<file path="src/bfa_pkg.sv">
package bfa_pkg;

  localparam int NUM_BLOCKS = 16;
  localparam int SIZE_BITS = 16;
  localparam int IDX_BITS = (NUM_BLOCKS > 1) ? $clog2(NUM_BLOCKS) : 1;
  localparam int CNT_BITS = $clog2(NUM_BLOCKS + 1);
  localparam int ENTRY_BITS = 2 * SIZE_BITS;

  localparam int STATUS_W = 2;
  localparam int INDEX_W = 4;
  localparam int SIZE_W = 16;

  localparam logic [STATUS_W-1:0] ST_LOADED = 2'd0;
  localparam logic [STATUS_W-1:0] ST_PLACED = 2'd1;
  localparam logic [STATUS_W-1:0] ST_WAITING = 2'd2;
  localparam logic [STATUS_W-1:0] ST_FULL = 2'd3;

  localparam int STEP_BITS = 4;
  localparam logic [STEP_BITS-1:0] S_IDLE = 4'd0;
  localparam logic [STEP_BITS-1:0] S_DISPATCH = 4'd1;
  localparam logic [STEP_BITS-1:0] S_LOAD_CHK = 4'd2;
  localparam logic [STEP_BITS-1:0] S_LOAD_WR = 4'd3;
  localparam logic [STEP_BITS-1:0] S_REQ_CHK = 4'd4;
  localparam logic [STEP_BITS-1:0] S_SCAN = 4'd5;
  localparam logic [STEP_BITS-1:0] S_PICK = 4'd6;
  localparam logic [STEP_BITS-1:0] S_PLACE = 4'd7;
  localparam logic [STEP_BITS-1:0] S_WAIT = 4'd8;
  localparam logic [STEP_BITS-1:0] S_FULL = 4'd9;
  localparam logic [STEP_BITS-1:0] S_EMIT = 4'd10;

  localparam int COND_BITS = 3;
  localparam logic [COND_BITS-1:0] C_ALWAYS = 3'd0;
  localparam logic [COND_BITS-1:0] C_IN_BEAT = 3'd1;
  localparam logic [COND_BITS-1:0] C_OP_REQ = 3'd2;
  localparam logic [COND_BITS-1:0] C_FULL = 3'd3;
  localparam logic [COND_BITS-1:0] C_EMPTY = 3'd4;
  localparam logic [COND_BITS-1:0] C_SCAN_DONE = 3'd5;
  localparam logic [COND_BITS-1:0] C_FOUND = 3'd6;
  localparam logic [COND_BITS-1:0] C_OUT_FREE = 3'd7;

  localparam int RES_BITS = 3;
  localparam logic [RES_BITS-1:0] RES_NONE = 3'd0;
  localparam logic [RES_BITS-1:0] RES_LOAD = 3'd1;
  localparam logic [RES_BITS-1:0] RES_PLACE = 3'd2;
  localparam logic [RES_BITS-1:0] RES_WAIT = 3'd3;
  localparam logic [RES_BITS-1:0] RES_FULL = 3'd4;

  typedef struct packed {
    logic [COND_BITS-1:0] cond;
    logic [STEP_BITS-1:0] jmp_true;
    logic [STEP_BITS-1:0] jmp_false;
    logic in_ready;
    logic scan_clr;
    logic scan_run;
    logic pick_rd;
    logic load_wr;
    logic place_wr;
    logic [RES_BITS-1:0] res_sel;
    logic emit;
  } ctrl_t;

  typedef struct packed {
    logic in_beat;
    logic op_req;
    logic full;
    logic empty;
    logic scan_done;
    logic found;
    logic out_free;
  } flags_t;

  function automatic ctrl_t ucode(input logic [STEP_BITS-1:0] step);
    ctrl_t w;
    w = '0;
    case (step)
      S_IDLE: begin
        w.cond = C_IN_BEAT;
        w.jmp_true = S_DISPATCH;
        w.jmp_false = S_IDLE;
        w.in_ready = 1'b1;
        w.scan_clr = 1'b1;
      end
      S_DISPATCH: begin
        w.cond = C_OP_REQ;
        w.jmp_true = S_REQ_CHK;
        w.jmp_false = S_LOAD_CHK;
      end
      S_LOAD_CHK: begin
        w.cond = C_FULL;
        w.jmp_true = S_FULL;
        w.jmp_false = S_LOAD_WR;
      end
      S_LOAD_WR: begin
        w.cond = C_ALWAYS;
        w.jmp_true = S_EMIT;
        w.jmp_false = S_EMIT;
        w.load_wr = 1'b1;
        w.res_sel = RES_LOAD;
      end
      S_REQ_CHK: begin
        w.cond = C_EMPTY;
        w.jmp_true = S_WAIT;
        w.jmp_false = S_SCAN;
      end
      S_SCAN: begin
        w.cond = C_SCAN_DONE;
        w.jmp_true = S_PICK;
        w.jmp_false = S_SCAN;
        w.scan_run = 1'b1;
      end
      S_PICK: begin
        w.cond = C_FOUND;
        w.jmp_true = S_PLACE;
        w.jmp_false = S_WAIT;
        w.pick_rd = 1'b1;
      end
      S_PLACE: begin
        w.cond = C_ALWAYS;
        w.jmp_true = S_EMIT;
        w.jmp_false = S_EMIT;
        w.place_wr = 1'b1;
        w.res_sel = RES_PLACE;
      end
      S_WAIT: begin
        w.cond = C_ALWAYS;
        w.jmp_true = S_EMIT;
        w.jmp_false = S_EMIT;
        w.res_sel = RES_WAIT;
      end
      S_FULL: begin
        w.cond = C_ALWAYS;
        w.jmp_true = S_EMIT;
        w.jmp_false = S_EMIT;
        w.res_sel = RES_FULL;
      end
      S_EMIT: begin
        w.cond = C_OUT_FREE;
        w.jmp_true = S_IDLE;
        w.jmp_false = S_EMIT;
        w.emit = 1'b1;
      end
      default: begin
        w.cond = C_ALWAYS;
        w.jmp_true = S_IDLE;
        w.jmp_false = S_IDLE;
      end
    endcase
    return w;
  endfunction

endpackage

</file>
<file path="src/best_fit_block_allocator.sv">
// Channel  Handshake              Beat contents
// req      req_valid / req_stall  op, size
// rsp      rsp_valid / rsp_stall  status, block_index, original_size, remaining_size
//
// A load is dispatched, checked for a full table and written; a request is dispatched, checked
// for an empty table, then scans one entry per cycle, picks the best fit and places it or waits.
// A result waits in the output register, and the next request beat is taken meanwhile.
// Reset empties the table at once; no clearing pass is needed.
// A finished result holds the sequencer in its last step while an earlier one is stalled.
module best_fit_block_allocator (
  input  logic                          clk,
  input  logic                          rst,
  input  logic                          req_valid,
  output logic                          req_stall,
  input  logic                          op,
  input  logic [bfa_pkg::SIZE_W-1:0]    size,
  output logic                          rsp_valid,
  input  logic                          rsp_stall,
  output logic [bfa_pkg::STATUS_W-1:0]  status,
  output logic [bfa_pkg::INDEX_W-1:0]   block_index,
  output logic [bfa_pkg::SIZE_W-1:0]    original_size,
  output logic [bfa_pkg::SIZE_W-1:0]    remaining_size
);
  import bfa_pkg::*;

  ctrl_t  cw;
  flags_t flags;

  bfa_seq u_seq (
    .clk   (clk),
    .rst   (rst),
    .flags (flags),
    .cw    (cw)
  );

  bfa_dp u_dp (
    .clk            (clk),
    .rst            (rst),
    .cw             (cw),
    .flags          (flags),
    .req_valid      (req_valid),
    .req_stall      (req_stall),
    .op             (op),
    .size           (size),
    .rsp_valid      (rsp_valid),
    .rsp_stall      (rsp_stall),
    .status         (status),
    .block_index    (block_index),
    .original_size  (original_size),
    .remaining_size (remaining_size)
  );

endmodule

</file>
<file path="src/bfa_ram.sv">
module bfa_ram #(
  parameter int WIDTH = 8,
  parameter int DEPTH = 16,
  localparam int AW = (DEPTH > 1) ? $clog2(DEPTH) : 1
) (
  input  logic             clk,
  input  logic             we,
  input  logic [AW-1:0]    waddr,
  input  logic [WIDTH-1:0] wdata,
  input  logic [AW-1:0]    raddr,
  output logic [WIDTH-1:0] rdata
);

  logic [WIDTH-1:0] mem [DEPTH];

  always_ff @(posedge clk) begin
    if (we) begin
      mem[waddr] <= wdata;
    end
    rdata <= mem[raddr];
  end

endmodule

</file>
<file path="src/bfa_seq.sv">
module bfa_seq (
  input  logic            clk,
  input  logic            rst,
  input  bfa_pkg::flags_t flags,
  output bfa_pkg::ctrl_t  cw
);
  import bfa_pkg::*;

  logic [STEP_BITS-1:0] step;
  logic [STEP_BITS-1:0] step_next;
  logic                 taken;

  assign cw = ucode(step);

  always_comb begin
    case (cw.cond)
      C_ALWAYS:    taken = 1'b1;
      C_IN_BEAT:   taken = flags.in_beat;
      C_OP_REQ:    taken = flags.op_req;
      C_FULL:      taken = flags.full;
      C_EMPTY:     taken = flags.empty;
      C_SCAN_DONE: taken = flags.scan_done;
      C_FOUND:     taken = flags.found;
      C_OUT_FREE:  taken = flags.out_free;
      default:     taken = 1'b1;
    endcase
    step_next = taken ? cw.jmp_true : cw.jmp_false;
  end

  always_ff @(posedge clk) begin
    if (rst) begin
      step <= S_IDLE;
    end else begin
      step <= step_next;
    end
  end

endmodule

</file>
<file path="src/bfa_dp.sv">
module bfa_dp (
  input  logic                          clk,
  input  logic                          rst,
  input  bfa_pkg::ctrl_t                cw,
  output bfa_pkg::flags_t               flags,
  input  logic                          req_valid,
  output logic                          req_stall,
  input  logic                          op,
  input  logic [bfa_pkg::SIZE_W-1:0]    size,
  output logic                          rsp_valid,
  input  logic                          rsp_stall,
  output logic [bfa_pkg::STATUS_W-1:0]  status,
  output logic [bfa_pkg::INDEX_W-1:0]   block_index,
  output logic [bfa_pkg::SIZE_W-1:0]    original_size,
  output logic [bfa_pkg::SIZE_W-1:0]    remaining_size
);
  import bfa_pkg::*;

  logic                  op_q;
  logic [SIZE_BITS-1:0]  size_q;
  logic [CNT_BITS-1:0]   count;
  logic [CNT_BITS-1:0]   ptr;
  logic                  lag_valid;
  logic [IDX_BITS-1:0]   lag_idx;
  logic                  found;
  logic [IDX_BITS-1:0]   best;
  logic [SIZE_BITS-1:0]  best_rem;
  logic [STATUS_W-1:0]   res_status;
  logic [IDX_BITS-1:0]   res_idx;
  logic [SIZE_BITS-1:0]  res_orig;
  logic [SIZE_BITS-1:0]  res_rem;

  logic                  in_beat;
  logic                  issue;
  logic                  full;
  logic [SIZE_BITS-1:0]  rd_rem;
  logic [SIZE_BITS-1:0]  rd_orig;
  logic [SIZE_BITS-1:0]  rem_new;
  logic                  better;
  logic                  ram_we;
  logic [IDX_BITS-1:0]   ram_waddr;
  logic [ENTRY_BITS-1:0] ram_wdata;
  logic [IDX_BITS-1:0]   ram_raddr;
  logic [ENTRY_BITS-1:0] ram_rdata;

  assign req_stall = !cw.in_ready;
  assign in_beat = req_valid && cw.in_ready;
  assign full = (count == CNT_BITS'(NUM_BLOCKS));
  assign issue = (ptr < count);

  assign rd_rem = ram_rdata[SIZE_BITS-1:0];
  assign rd_orig = ram_rdata[ENTRY_BITS-1:SIZE_BITS];
  assign rem_new = rd_rem - size_q;
  assign better = lag_valid && (rd_rem >= size_q) && (!found || (rd_rem < best_rem));

  assign ram_we = cw.load_wr || cw.place_wr;
  assign ram_waddr = cw.load_wr ? count[IDX_BITS-1:0] : best;
  assign ram_wdata = cw.load_wr ? {size_q, size_q} : {rd_orig, rem_new};
  assign ram_raddr = cw.pick_rd ? best : ptr[IDX_BITS-1:0];

  bfa_ram #(
    .WIDTH (ENTRY_BITS),
    .DEPTH (NUM_BLOCKS)
  ) u_table (
    .clk   (clk),
    .we    (ram_we),
    .waddr (ram_waddr),
    .wdata (ram_wdata),
    .raddr (ram_raddr),
    .rdata (ram_rdata)
  );

  always_comb begin
    flags.in_beat = in_beat;
    flags.op_req = op_q;
    flags.full = full;
    flags.empty = (count == '0);
    flags.scan_done = lag_valid && (CNT_BITS'(lag_idx) == (count - CNT_BITS'(1)));
    flags.found = found;
    flags.out_free = !rsp_valid || !rsp_stall;
  end

  always_ff @(posedge clk) begin
    if (in_beat) begin
      op_q <= op;
      size_q <= SIZE_BITS'(size);
    end
  end

  always_ff @(posedge clk) begin
    if (rst) begin
      count <= '0;
    end else if (cw.load_wr) begin
      count <= count + CNT_BITS'(1);
    end
  end

  always_ff @(posedge clk) begin
    if (rst) begin
      ptr <= '0;
      lag_valid <= 1'b0;
      found <= 1'b0;
    end else if (cw.scan_clr) begin
      ptr <= '0;
      lag_valid <= 1'b0;
      found <= 1'b0;
    end else if (cw.scan_run) begin
      lag_valid <= issue;
      if (issue) begin
        ptr <= ptr + CNT_BITS'(1);
      end
      if (better) begin
        found <= 1'b1;
      end
    end
  end

  always_ff @(posedge clk) begin
    if (cw.scan_run) begin
      lag_idx <= ptr[IDX_BITS-1:0];
      if (better) begin
        best <= lag_idx;
        best_rem <= rd_rem;
      end
    end
  end

  always_ff @(posedge clk) begin
    case (cw.res_sel)
      RES_LOAD: begin
        res_status <= ST_LOADED;
        res_idx <= count[IDX_BITS-1:0];
        res_orig <= size_q;
        res_rem <= size_q;
      end
      RES_PLACE: begin
        res_status <= ST_PLACED;
        res_idx <= best;
        res_orig <= rd_orig;
        res_rem <= rem_new;
      end
      RES_WAIT: begin
        res_status <= ST_WAITING;
        res_idx <= '0;
        res_orig <= '0;
        res_rem <= '0;
      end
      RES_FULL: begin
        res_status <= ST_FULL;
        res_idx <= '0;
        res_orig <= '0;
        res_rem <= '0;
      end
      default: begin
      end
    endcase
  end

  always_ff @(posedge clk) begin
    if (rst) begin
      rsp_valid <= 1'b0;
    end else if (cw.emit && flags.out_free) begin
      rsp_valid <= 1'b1;
    end else if (!rsp_stall) begin
      rsp_valid <= 1'b0;
    end
  end

  always_ff @(posedge clk) begin
    if (cw.emit && flags.out_free) begin
      status <= res_status;
      block_index <= INDEX_W'(res_idx);
      original_size <= SIZE_W'(res_orig);
      remaining_size <= SIZE_W'(res_rem);
    end
  end

  a_count_bound: assert property (@(posedge clk) disable iff (rst)
    count <= CNT_BITS'(NUM_BLOCKS))
    else $error("block count exceeds table depth");

  a_load_not_full: assert property (@(posedge clk) disable iff (rst)
    cw.load_wr |-> !full)
    else $error("block written into a full table");

  a_place_found: assert property (@(posedge clk) disable iff (rst)
    cw.place_wr |-> found)
    else $error("job placed without a fitting block");

  a_best_fits: assert property (@(posedge clk) disable iff (rst)
    (found && !cw.scan_clr) |-> (best_rem >= size_q))
    else $error("chosen block is smaller than the job");

endmodule
</file>
<file path="config.mk">
export PLATFORM = sky130hd
export DESIGN_NAME = best_fit_block_allocator
export DESIGN_NICKNAME = d
export VERILOG_FILES = /design/src/bfa_pkg.sv /design/src/best_fit_block_allocator.sv /design/src/bfa_ram.sv /design/src/bfa_seq.sv /design/src/bfa_dp.sv
export SDC_FILE = /design/constraint.sdc
export NUM_CORES = 1
export LEC_CHECK = 0
export BUFFER_PORTS_ARGS = -buffer_cell sky130_fd_sc_hd__buf_2
export CORE_ASPECT_RATIO = 1.1
export CORE_UTILIZATION = 37
export DETAILED_ROUTE_END_ITERATION = 10
export GPL_ROUTABILITY_DRIVEN = 0
export PLACE_DENSITY_LB_ADDON = 0.2
export SLEW_MARGIN = 20
export SYNTH_ARGS = -nofsm -noshare
export SYNTH_HDL_FRONTEND = slang
export SYNTH_HIERARCHICAL = 1
export SYNTH_SLANG_ARGS = --single-unit
</file>
<file path="constraint.sdc">
create_clock -name clk -period 5 [get_ports clk]
set_clock_uncertainty 0.2 [all_clocks]
set_input_delay 0.75 -clock clk [delete_from_list [all_inputs] [get_ports clk]]
set_output_delay 0.75 -clock clk [all_outputs]
set_load 0.05 [all_outputs]
</file>
==> flow_summary.yaml <==
outcome:
  status: "finished, final reports clean"
grt:
  track_usage_pct: 17.6
  grt_pass1_vias: 14000
  overflow: 0
  grt_max_degree: 49
  grt_pass1_wl_um: 94400
  grt_antenna_before_repair: 0
route:
  drt-initial-drc-count: 1247
  drtPass1Iterations: 5
  routedWlPerCell_um: 24.7
  vias_per_cell: 5.38
  drc_errors: 0
  ant_nets: 0
  vias: 13800
  wl_um: 63500
layout:
  final_cell_mix: "edfxtp_1 (629), mux4_2 (128), nand2_1 (90)"
  final_area_sq_um: 30800
  instances_no_fill: 2571
  nNetsFinal: 1635
  area_delta_synth_final_pct: 15.1
  num_antenna_cells: 0
  fin_util_pct: 43.0
  multi_input_area_sq_um: 6480
  final_common_cell: "edfxtp_1"
  final-seq-area_sq_um: 19900
  final_layout_size_suffix_gt1_share_pct: 24.6
  fillers: 6271
sta:
  tightestPinTransition_ns: 1.06
  slew_headroom_pct: 29.1
  fin_ws_ns: 1.19
  setup_viol: 0
  rsz0062_at_grt: "no"
  max_freq_ghz: 0.262
  period_share_pct: 76.3
  fin_setup_tns_ns: 0
  finalHoldViolations: 0
  hold_slack_ns: 0.123
  fin_crit_ns: 3.81
  maxSlewViolCount: 0
worst_setup_path:
  critPathKind: "reg2reg"
  cp-end-kind: "register"
  arrival_ns: 3.92
  required_ns: 5.11
  rr_worst_depth: 7
  cp_max_fo: 25
  cp-start-kind: "register"
die:
  die_area_sq_um: 73500
  std_cell_rows: 103
  io_pins: 61
  die_width_um: 259
  fp.dieH_um: 284
  start_util_pct: 37.4
  core_sq_um: 71700
yosys:
  netlist_instances: 1462
  syn_avg_cell_area_sq_um: 18.3
  synth_fp_nets: 1522
  netlist_area_sq_um: 26800
  ys_warn_count: 6
clocking:
  cts_setup_buffers: 0
  clk_path_buf_depth: 3
  root_buffer: "clkbuf_16"
  worstSkewPairLatency_ns: 0.61
  clock-sinks: 678
  htree_levels: 3
  cts_tree: "yes"
  cts_hold_buf: 0
  clkTransAtPathRegs_ns: 0.06
  cts.repair.resized: 0
  cts_buffers: 69
place:
  place_worst_setup_slack_ns: 1.21
  port_buffers: 60
  post-dp-hpwl_um: 41800
  placed_cell_area_sq_um: 28500
  post-place-cells: 2449
power:
  p_per_area_nw_per_um2: 473
  peakVddDrop_mv: 0.247
  p_leak_nw: 9.99
  power_mw: 14.6
worst_hold_path:
  hp-class: "in2reg"
  min_delay_path_depth: 1
flow_run:
  drv_cap: 0
sequential cells by signal, summed over array words and instances (netlist names), 2 cells and up:
register,cells
u_dp/lag_idx,4
u_dp/best_rem,16
u_dp/size_q,16
u_dp/res_orig,16
u_seq/step,4
u_dp/status,2
u_dp/res_rem,16
u_dp/u_table/mem,512
u_dp/ptr,5
u_dp/remaining_size,16
u_dp/block_index,4
u_dp/original_size,16
u_dp/best,4
u_dp/res_idx,4
u_dp/count,5
u_dp/res_status,2
u_dp/u_table/rdata,32
per-layer routing:
metal / track usage [%] / share of wire [%] / vias up / routed length [um]
li1: - / - / 6031 / -
met1: 24.9 / 44 / 7247 / 28100
met2: 27.4 / 47 / 453 / 30000
met3: 2.99 / 6.1 / 97 / 3860
met4: 5.99 / 2.5 / 0 / 1570
met5: 0 / 0 / - / 0
power breakdown:
group,switching [mW],internal (mW)
registers,0.175,7.11
logic,1.54,0.563
clock network,2.12,3.08
final timing paths:
path,endpoint,slack (ns),from
max,u_dp/u_table/mem[2][21]$_DFFE_PP_,1.19,u_seq/step[0]$_SDFF_PP0_
min,u_dp/size_q[3]$_DFFE_PP_,0.12,size[3]
max reg2reg,u_dp/u_table/mem[2][21]$_DFFE_PP_,1.19,u_seq/step[0]$_SDFF_PP0_
min reg2reg,u_dp/remaining_size[3]$_DFFE_PP_,0.22,u_dp/res_rem[3]$_DFFE_PP_
critical path, cell delays in order (launching register included):
cell	delay (ns)
dfxtp_1	0.66
nand2_1	0.23
nor3_2	0.15
buf_4	0.21
mux2_2	0.39
or3b_2	0.60
nor2_4	0.74
buf_4	0.31
final cells by class:
type | count | area share [%]
Sequential cell | 678 | 64.5
Clock buffer | 92 | 6.25
Multi-Input combinational cell | 650 | 21.0
Tap cell | 945 | 3.84
Timing Repair Buffer | 119 | 2.57
Clock inverter | 30 | 1.16
Inverter | 57 | 0.694
No activity file was read; power rests on OpenSTA's default activity.
